<file path="config.mk">
export PLATFORM = sky130hd
export DESIGN_NAME = sle_ctrl
export DESIGN_NICKNAME = d
export VERILOG_FILES = /design/src/hw/rtl/sle_pkg.sv /design/src/hw/rtl/sle_ctrl.sv
export SDC_FILE = /design/constraint.sdc
export NUM_CORES = 1
export LEC_CHECK = 0
export ABC_AREA = 1
export BUFFER_PORTS_ARGS = -buffer_cell sky130_fd_sc_hd__clkbuf_2
export CAP_MARGIN = 0
export CORE_MARGIN = 2
export CORE_UTILIZATION = 40
export CTS_CLUSTER_SIZE = 16
export DETAILED_ROUTE_END_ITERATION = 10
export GPL_ROUTABILITY_DRIVEN = 1
export PLACE_DENSITY = 0.72
export SYNTH_ARGS = -nofsm -noshare
export SYNTH_HDL_FRONTEND = slang
export SYNTH_SLANG_ARGS = --single-unit
export TNS_END_PERCENT = 1
</file>
<file path="constraint.sdc">
create_clock -name clk -period 7.3 [get_ports clk]
set_input_delay 1.46 -clock clk [delete_from_list [all_inputs] [get_ports clk]]
set_output_delay 1.46 -clock clk [all_outputs]
set_load 0.01 [all_outputs]
</file>
<file path="src/hw/rtl/sle_pkg.sv">
package sle_pkg;

  localparam int CAPACITY = 256;
  localparam int IDX_W    = $clog2(CAPACITY);
  localparam int CNT_W    = $clog2(CAPACITY + 1);

  localparam int FUNC_W   = 3;
  localparam int POS_W    = 9;
  localparam int DATA_W   = 32;
  localparam int STATUS_W = 2;

  typedef enum logic [FUNC_W-1:0] {
    FN_GET    = 3'd0,
    FN_LOCATE = 3'd1,
    FN_PRIOR  = 3'd2,
    FN_NEXT   = 3'd3,
    FN_INSERT = 3'd4,
    FN_DELETE = 3'd5,
    FN_CLEAR  = 3'd6
  } func_t;

  typedef enum logic [STATUS_W-1:0] {
    ST_OK       = 2'd0,
    ST_BADPOS   = 2'd1,
    ST_NOTFOUND = 2'd2,
    ST_FULL     = 2'd3
  } status_t;

  typedef enum logic [1:0] {
    CELL_HOLD,
    CELL_INSERT,
    CELL_DELETE,
    CELL_ROTATE
  } cell_op_t;

  // Broadcast to every cell of the chain.
  typedef struct packed {
    cell_op_t                  op;
    logic [IDX_W-1:0]          pos_idx;
    logic [IDX_W-1:0]          last_idx;
    logic signed [DATA_W-1:0]  value;
  } chain_ctl_t;

endpackage

</file>
<file path="src/hw/rtl/sle_ctrl.sv">
module sle_ctrl import sle_pkg::*; (
  input  logic                     clk,
  input  logic                     rst_n,
  input  logic                     in_valid,
  output logic                     in_stall,
  input  logic [FUNC_W-1:0]        in_func,
  input  logic [POS_W-1:0]         in_position,
  input  logic signed [DATA_W-1:0] in_value,
  output logic                     out_valid,
  input  logic                     out_stall,
  output logic [STATUS_W-1:0]      out_status,
  output logic signed [DATA_W-1:0] out_data,
  output logic [POS_W-1:0]         out_found_position,
  output logic [POS_W-1:0]         out_count,
  output logic                     out_empty_res,
  output chain_ctl_t               chain_ctl,
  input  logic signed [DATA_W-1:0] head_word
);

  localparam int CMP_W = ((POS_W > CNT_W) ? POS_W : CNT_W) + 1;

  typedef enum logic [1:0] {S_IDLE, S_SCAN, S_FINISH} state_t;

  state_t                   state_r, state_nxt;
  logic [CNT_W-1:0]         fill_r, fill_nxt;
  logic [IDX_W-1:0]         step_r, step_nxt;
  logic [IDX_W-1:0]         pidx_r, pidx_nxt;
  func_t                    op_r, op_nxt;
  logic signed [DATA_W-1:0] val_r, val_nxt;
  logic signed [DATA_W-1:0] prev_r, prev_nxt;
  logic signed [DATA_W-1:0] data_r, data_nxt;
  status_t                  status_r, status_nxt;
  logic [POS_W-1:0]         fpos_r, fpos_nxt;
  logic                     found_r, found_nxt;
  logic                     want_r, want_nxt;

  logic                     out_valid_r, out_valid_nxt;
  status_t                  out_status_r, out_status_nxt;
  logic signed [DATA_W-1:0] out_data_r, out_data_nxt;
  logic [POS_W-1:0]         out_fpos_r, out_fpos_nxt;
  logic [POS_W-1:0]         out_count_r, out_count_nxt;
  logic                     out_empty_r, out_empty_nxt;

  func_t                    in_op;
  logic                     out_room;
  logic                     accept;
  logic [CMP_W-1:0]         pos_c;
  logic [CMP_W-1:0]         fill_c;
  logic                     pos_in_list;
  logic                     pos_for_ins;
  logic [IDX_W-1:0]         pos_m1;
  logic [IDX_W-1:0]         last_idx;
  logic                     load;
  status_t                  res_status;
  logic signed [DATA_W-1:0] res_data;
  logic [POS_W-1:0]         res_fpos;

  assign in_op       = func_t'(in_func);
  assign out_room    = !out_valid_r || !out_stall;
  assign in_stall    = !((state_r == S_IDLE) && out_room);
  assign accept      = in_valid && !in_stall;
  assign pos_c       = CMP_W'(in_position);
  assign fill_c      = CMP_W'(fill_r);
  assign pos_in_list = (pos_c != '0) && (pos_c <= fill_c);
  assign pos_for_ins = (pos_c != '0) && (pos_c <= fill_c + CMP_W'(1));
  assign pos_m1      = IDX_W'(in_position - POS_W'(1));
  assign last_idx    = IDX_W'(fill_r - CNT_W'(1));

  always_comb begin
    state_nxt  = state_r;
    fill_nxt   = fill_r;
    step_nxt   = step_r;
    pidx_nxt   = pidx_r;
    op_nxt     = op_r;
    val_nxt    = val_r;
    prev_nxt   = prev_r;
    data_nxt   = data_r;
    status_nxt = status_r;
    fpos_nxt   = fpos_r;
    found_nxt  = found_r;
    want_nxt   = want_r;

    load       = 1'b0;
    res_status = status_r;
    res_data   = data_r;
    res_fpos   = fpos_r;

    chain_ctl.op       = CELL_HOLD;
    chain_ctl.pos_idx  = pos_m1;
    chain_ctl.last_idx = last_idx;
    chain_ctl.value    = in_value;

    unique case (state_r)
      S_IDLE: begin
        res_status = ST_OK;
        res_data   = '0;
        res_fpos   = '0;
        if (accept) begin
          op_nxt     = in_op;
          val_nxt    = in_value;
          pidx_nxt   = pos_m1;
          step_nxt   = '0;
          prev_nxt   = '0;
          data_nxt   = '0;
          fpos_nxt   = '0;
          found_nxt  = 1'b0;
          want_nxt   = 1'b0;
          status_nxt = ST_OK;
          unique case (in_op) inside
            FN_GET, FN_DELETE: begin
              if (pos_in_list) begin
                state_nxt = S_SCAN;
              end else begin
                load       = 1'b1;
                res_status = ST_BADPOS;
              end
            end
            FN_LOCATE, FN_PRIOR, FN_NEXT: begin
              status_nxt = ST_NOTFOUND;
              if (fill_r != '0) begin
                state_nxt = S_SCAN;
              end else begin
                load       = 1'b1;
                res_status = ST_NOTFOUND;
              end
            end
            FN_INSERT: begin
              load = 1'b1;
              if (!pos_for_ins) begin
                res_status = ST_BADPOS;
              end else if (fill_r == CNT_W'(CAPACITY)) begin
                res_status = ST_FULL;
              end else begin
                chain_ctl.op = CELL_INSERT;
                fill_nxt     = fill_r + CNT_W'(1);
              end
            end
            FN_CLEAR: begin
              load     = 1'b1;
              fill_nxt = '0;
            end
            default: begin
              load = 1'b1;
            end
          endcase
        end
      end

      S_SCAN: begin
        // rotate the occupied prefix once; the head shows element step_r
        chain_ctl.op = CELL_ROTATE;
        prev_nxt     = head_word;
        step_nxt     = step_r + IDX_W'(1);
        unique case (op_r) inside
          FN_GET, FN_DELETE: begin
            if (step_r == pidx_r) begin
              data_nxt = head_word;
            end
          end
          FN_LOCATE, FN_PRIOR, FN_NEXT: begin
            if (want_r) begin
              data_nxt   = head_word;
              status_nxt = ST_OK;
              want_nxt   = 1'b0;
            end
            if (!found_r && (head_word == val_r)) begin
              found_nxt = 1'b1;
              fpos_nxt  = POS_W'(step_r) + POS_W'(1);
              if (op_r == FN_LOCATE) begin
                status_nxt = ST_OK;
              end else if (op_r == FN_PRIOR) begin
                if (step_r != '0) begin
                  data_nxt   = prev_r;
                  status_nxt = ST_OK;
                end
              end else begin
                // successor arrives at the head on the next step, if any
                want_nxt = 1'b1;
              end
            end
          end
          default: begin
            data_nxt = data_r;
          end
        endcase
        if (step_r == last_idx) begin
          state_nxt = S_FINISH;
        end
      end

      S_FINISH: begin
        if (out_room) begin
          load      = 1'b1;
          state_nxt = S_IDLE;
          if (op_r == FN_DELETE) begin
            chain_ctl.op      = CELL_DELETE;
            chain_ctl.pos_idx = pidx_r;
            fill_nxt          = fill_r - CNT_W'(1);
          end
        end
      end

      default: begin
        state_nxt = S_IDLE;
      end
    endcase

    out_valid_nxt  = out_valid_r && out_stall;
    out_status_nxt = out_status_r;
    out_data_nxt   = out_data_r;
    out_fpos_nxt   = out_fpos_r;
    out_count_nxt  = out_count_r;
    out_empty_nxt  = out_empty_r;
    if (load) begin
      out_valid_nxt  = 1'b1;
      out_status_nxt = res_status;
      out_data_nxt   = res_data;
      out_fpos_nxt   = res_fpos;
      out_count_nxt  = POS_W'(fill_nxt);
      out_empty_nxt  = (fill_nxt == '0);
    end
  end

  always_ff @(posedge clk) begin
    if (!rst_n) begin
      state_r     <= S_IDLE;
      fill_r      <= '0;
      out_valid_r <= 1'b0;
    end else begin
      state_r     <= state_nxt;
      fill_r      <= fill_nxt;
      out_valid_r <= out_valid_nxt;
    end
    step_r       <= step_nxt;
    pidx_r       <= pidx_nxt;
    op_r         <= op_nxt;
    val_r        <= val_nxt;
    prev_r       <= prev_nxt;
    data_r       <= data_nxt;
    status_r     <= status_nxt;
    fpos_r       <= fpos_nxt;
    found_r      <= found_nxt;
    want_r       <= want_nxt;
    out_status_r <= out_status_nxt;
    out_data_r   <= out_data_nxt;
    out_fpos_r   <= out_fpos_nxt;
    out_count_r  <= out_count_nxt;
    out_empty_r  <= out_empty_nxt;
  end

  assign out_valid          = out_valid_r;
  assign out_status         = out_status_r;
  assign out_data           = out_data_r;
  assign out_found_position = out_fpos_r;
  assign out_count          = out_count_r;
  assign out_empty_res      = out_empty_r;

endmodule

</file>
* After elaboration in Yosys (flattened, before gate mapping)
Cells that the tools add are included. Widths: inputs -> output; s select.
Storage, ports and cells: bits in registers 193, input port bits 80, output and inout port bits 105, word-level logic and storage cells 151
Cells by class: $add $sub $neg 6, magnitude comparators 2, equality and inequality tests 26, mux-type cells 70, reduce and logical (&&, ||, !) cells 29
Operators by type and width (number):
- $mux 32 | 7
- $pmux 32 s2 | 3
- $mux 9 | 8
- $pmux 9 s2 | 3
- $mux 2 | 20
- $eq 32x32->1 | 1
- $mux 10 | 2
- $pmux 2 s3 | 3
- $eq 8x8->1 | 2
- $mux 8 | 2
- $pmux 8 s2 | 1
- $mux 1 | 15
- $eq 3x2->1 const B | 4
- $eq 3x3->1 const B | 4
- $add 9x1->10 const B | 1
- $le 9x10->1 | 1
- $reduce_bool 10->1 | 1
- $add 8x1->9 const B | 1
- $add 9x1->9 const B | 1
- $eq 9x9->1 const B | 1
- $le 9x9->1 | 1
- $logic_not 9->1 | 1
- $ne 3x3->1 const B | 3
- $reduce_bool 9->1 | 1
- 24 further kinds | 46

* Logic depth before layout (Yosys ltp)
word-level depth 8, gate-level depth with buffers 23, mapped depth without buffers 23

* Worst setup path after synthesis
Ideal clock, no wire load.
path kind input to register, start point input out_stall, end point register out_count_r[0], in the netlist out_count[0], enable pin, setup time 0.539 ns, data arrival time 5.433 ns, data required time 6.761 ns, path slack 1.329 ns, stages on the path 3, path buffers 0, cell sequence nand2_1 -> inv_1 -> o21ai_0
Between the ends: cells in the longest elaborated chain, start to end 6, elaborated cells on any way between the ends 7, those cells by class mux (3); reduce/logical (4)
RTL lines:
- from (decl) | RTL line sle_ctrl.sv:10 | input logic out_stall,
- $logic_not 1->1 (*) | RTL line sle_ctrl.sv:59 | assign out_room = !out_valid_r || !out_stall;
- $logic_or 1x1->1 (*) | RTL line sle_ctrl.sv:59
- $logic_and 1x1->1 | RTL line sle_ctrl.sv:60 | assign in_stall = !((state_r == S_IDLE) && out_room);
- $logic_and 1x1->1 | RTL line sle_ctrl.sv:61 | assign accept = in_valid && !in_stall;
- $mux 1 | RTL line sle_ctrl.sv:98 | if (accept) begin
- $pmux 1 s2 (*) | RTL line sle_ctrl.sv:93 | unique case (state_r)
- named net load | RTL line sle_ctrl.sv:53 | logic load;
- to (signal assigned) | RTL line sle_ctrl.sv:247 | out_count_r <= out_count_nxt;
- to (decl) | RTL line sle_ctrl.sv:41 | logic [POS_W-1:0] out_count_r, out_count_nxt;
Mark *: on every way through the listed nets, which the timed path passes. The rest lies on a longest branch. A chain may end at the register's enable or synchronous reset.

==> flow_metrics.py <==
metrics = {
    "logic_synthesis": {
        "synth_seq_cells": 193,
        "synth_area_mm2": 0.0105,
        "async_flop_share": 0,
        "synthDistinctLibCells": 54,
        "synth_edf_count": 181,
        "avgSynthCellArea_um2": 9.10,
        "netlist_instances": 1159,
        "synth_ff_type": "edfxtp_1",
        "ys_warn_count": 0,
        "ys_seq_area_frac": 0.538,
        "synth_nets": 1262,
    },
    "global_routing": {
        "first_global_vias": 7980,
        "grt_max_degree": 65,
        "track_usage": 0.194,
        "grt-ovfl-total": 0,
        "grt_antenna_before_repair": 3,
        "grt_pass1_wl_um": 42500,
    },
    "final_layout": {
        "area_delta_synth_final_pct": 15.4,
        "multiInputGateArea_mm2": 0.00380,
        "num-nets-final": 1398,
        "final_common_cell": "nand2_1",
        "drive_above_1_share": 0.216,
        "regArea_mm2": 0.00568,
        "layout_common_cells": "nand2_1 (257), clkbuf_2 (184), edfxtp_1 (181)",
        "finalInstanceArea_mm2": 0.0122,
        "fillers": 2510,
    },
    "power": {
        "power.share.switching": 0.393,
        "seqPwrFrac": 0.439,
        "clockPowerShare": 0.216,
        "pwr-share-comb": 0.345,
        "p_switching_w": 0.00180,
        "leakage_nw": 5.48,
        "powerDensity_mw_per_mm2": 377,
        "p_int_w": 0.00278,
        "peakVddDrop_v": 0.000194,
    },
    "cts": {
        "htreeDepth": 4,
        "cts_hold_buf": 0,
        "cts_tree": "yes",
        "clkLatencyLatePin_ps": 430,
        "cts_resized": 0,
        "cts.sinks": 193,
        "postCtsSetupRepairBufs": 0,
        "cts_buffers": 17,
        "ctsRootBufferMaster": "clkbuf_16",
        "path_clk_slew_ps": 80,
        "clock_path_buffers": 2,
    },
    "detailed_routing": {
        "post-route-drc-count": 0,
        "drt_iter0_drc": 706,
        "firstDrtPassIters": 6,
        "via_per_inst": 5.08,
        "vias": 8351,
        "ant_nets": 0,
        "routedWlPerCell_um": 16.5,
        "wl_um": 27200,
    },
    "critical_path": {
        "r2r_start": "state_r[0]$_SDFFE_PN0P_",
        "crit_fanout": 8,
        "critical_path_class": "flip-flop to output port",
        "worstPathArrival_ps": 3270,
        "cpPeakStageDelay_ps": 570,
        "end_kind": "output port",
        "start_kind": "flip-flop",
        "required_ps": 5840,
        "r2r_slack_ps": 3580,
        "reg2reg_depth": 6,
        "slowest_stage": "dfxtp_1",
        "crit_chain": "ha_1 -> nand2_1 -> inv_1 -> nand3_1 -> nor3_2 -> xor2_1 -> ha_1 -> and3_1 -> nand4_1 -> nand3_2 -> nand2_4 -> nand4_1 -> nand2_1 -> clkbuf_2",
        "regToRegEndpoint": "data_r[20]$_SDFFCE_PN0P_",
    },
    "worst_hold_path": {
        "worstHoldPathType": "flip-flop to flip-flop",
        "holdPathEnd": "out_found_position[2]$_SDFFCE_PP0P_",
        "min-delay-start": "fpos_r[2]$_SDFFCE_PN0P_",
        "whs_path_depth": 2,
    },
    "floorplan": {
        "ios": 185,
        "die_h_um": 166,
        "core_mm2": 0.0260,
        "die_w_um": 166,
        "num_rows": 59,
        "start_util": 0.406,
        "die-area_mm2": 0.0277,
    },
    "timing": {
        "worst_slew_pin_slew_ps": 1100,
        "relSlewSlack": 0.263,
        "setup_viol": 0,
        "finalHoldViolCount": 0,
        "setup_tns_ps": 0,
        "timing.fmax_mhz": 211,
        "fin_crit_ps": 4730,
        "fin_crit_sh": 0.648,
        "drv_slew": 0,
        "skew_ps": 14.3,
        "rsz0062_at_grt": "false",
    },
    "placed_design": {
        "dp_hpwl_um": 18700,
        "portBuffers": 184,
        "gp_congestion": 0.951,
        "placed_area_mm2": 0.0115,
    },
    "outcome": {
        "outcome": "finished clean",
    },
    "run": {
        "maxCapViolCount": 0,
    },
}
-- stage by stage --
step | util | power (W) | instances | hold WS [ps] | setup WS (ps)
2_1_floorplan | - | 0.00305 | 1159 | 519 | 1330
3_3_place_gp | 0.444 | 0.00358 | 1611 | 537 | 2570
3_5_place_dp | 0.444 | 0.00362 | 1611 | 534 | 2610
4_1_cts | 0.468 | 0.00461 | 1643 | 545 | 2590
5_1_grt | 0.468 | 0.00487 | 1645 | 563 | 2350
6_report | 0.468 | 0.00458 | 1645 | 539 | 2570
-- critical path, delay by kind of cell, from the launching register on --
kind | cells | cell delay [ps]
simple gates | 9 | 1230
fa+ha+maj | 2 | 560
flops | 1 | 570
xor+xnor | 1 | 250
buf+inv | 2 | 230
-- synth_stat cells, types with 3 or more instances --
library cell / instances / area (um^2)
nor2_2: 4 / 25.0
o21ai_1: 5 / 25.0
nand2_1: 258 / 968
a211oi_1: 4 / 30.0
dfxtp_1: 12 / 240
buf_6: 5 / 56.3
buf_2: 6 / 30.0
nor4_1: 6 / 37.5
edfxtp_1: 181 / 5440
nand4_1: 48 / 300
inv_2: 13 / 48.8
clkbuf_1: 22 / 82.6
clkinv_1: 3 / 11.3
nor3_1: 13 / 65.1
buf_1: 8 / 30.0
inv_1: 158 / 593
a21oi_2: 3 / 26.3
buf_4: 32 / 240
nand3_2: 7 / 70.1
o22ai_1: 3 / 18.8
o2111ai_1: 3 / 26.3
o21ai_0: 61 / 305
ha_1: 23 / 288
o21a_1: 3 / 22.5
xnor2_1: 16 / 140
nor2_4: 4 / 45.0
nand3_1: 50 / 250
a31oi_1: 4 / 25.0
nor2_1: 121 / 454
xor2_1: 17 / 149
nand2_2: 8 / 50.1
a21oi_1: 28 / 140
-- layout make-up --
type | instances | share of cell area
Antenna cell | 2 | 0.000411
Clock buffer | 17 | 0.0350
Clock inverter | 15 | 0.0168
Inverter | 177 | 0.0551
Multi-Input combinational cell | 716 | 0.312
Sequential cell | 193 | 0.467
Tap cell | 335 | 0.0345
Timing Repair Buffer | 190 | 0.0794
-- cell families (layout without fill, tap and decap cells) --
kind of cell,count (synthesis),after routing,share of synthesized area
adder cells (fa/ha/maj),23,23,0.0273
XOR/XNOR,34,34,0.0290
flip-flops,193,193,0.538
AO/OA/AOI/OAI,126,126,0.0691
AND/OR/NAND/NOR,533,533,0.231
buffers and inverters,250,399,0.105
other,0,2,0
-- how the worst max path moves through the flow --
| stage | startpoint | to | slack (ps) | cells past startpoint |
|---|---|---|---|---|
| after floorplan | out_stall | out_count[0]$_DFFE_PP_ | 1330 | 3 |
| after global placement | head_word[13] | status_r[1]$_DFFE_PP_ | 2570 | 11 |
| after detailed placement | head_word[13] | status_r[1]$_DFFE_PP_ | 2610 | 11 |
| after CTS | fill_r[0]$_SDFF_PN0_ | chain_ctl[48] | 2590 | 14 |
| after global routing | fill_r[0]$_SDFF_PN0_ | chain_ctl[48] | 2350 | 15 |
| final | fill_r[0]$_SDFF_PN0_ | chain_ctl[48] | 2570 | 14 |
-- power by group through the flow --
stage          Sequential [W]  Clock (W)  Combinational (W)
3_5_place_dp          0.00203          0            0.00159
6_report              0.00201   0.000989            0.00158
4_1_cts               0.00201    0.00100            0.00160
5_1_grt               0.00206    0.00105            0.00176
2_1_floorplan         0.00207          0           0.000976
3_3_place_gp          0.00203          0            0.00155
-- layer usage --
layer / track usage / up-vias / wire (um)
met3: 0.0386 / 36 / 1970
met4: 0.0577 / 2 / 511
met1: 0.255 / 3907 / 11500
met5: 0 / - / 13
met2: 0.328 / 326 / 13200
li1: - / 4080 / -
-- registers in the layout (all words and copies together), names as in the netlist, 2 cells and up --
name / cells
out_status: 2
fpos_r: 9
val_r: 32
data_r: 32
status_r: 2
out_count: 9
pidx_r: 8
fill_r: 9
out_found_position: 9
out_data: 32
step_r: 8
prev_r: 32
op_r: 3
state_r: 2
(Power assumes the default switching activity.)
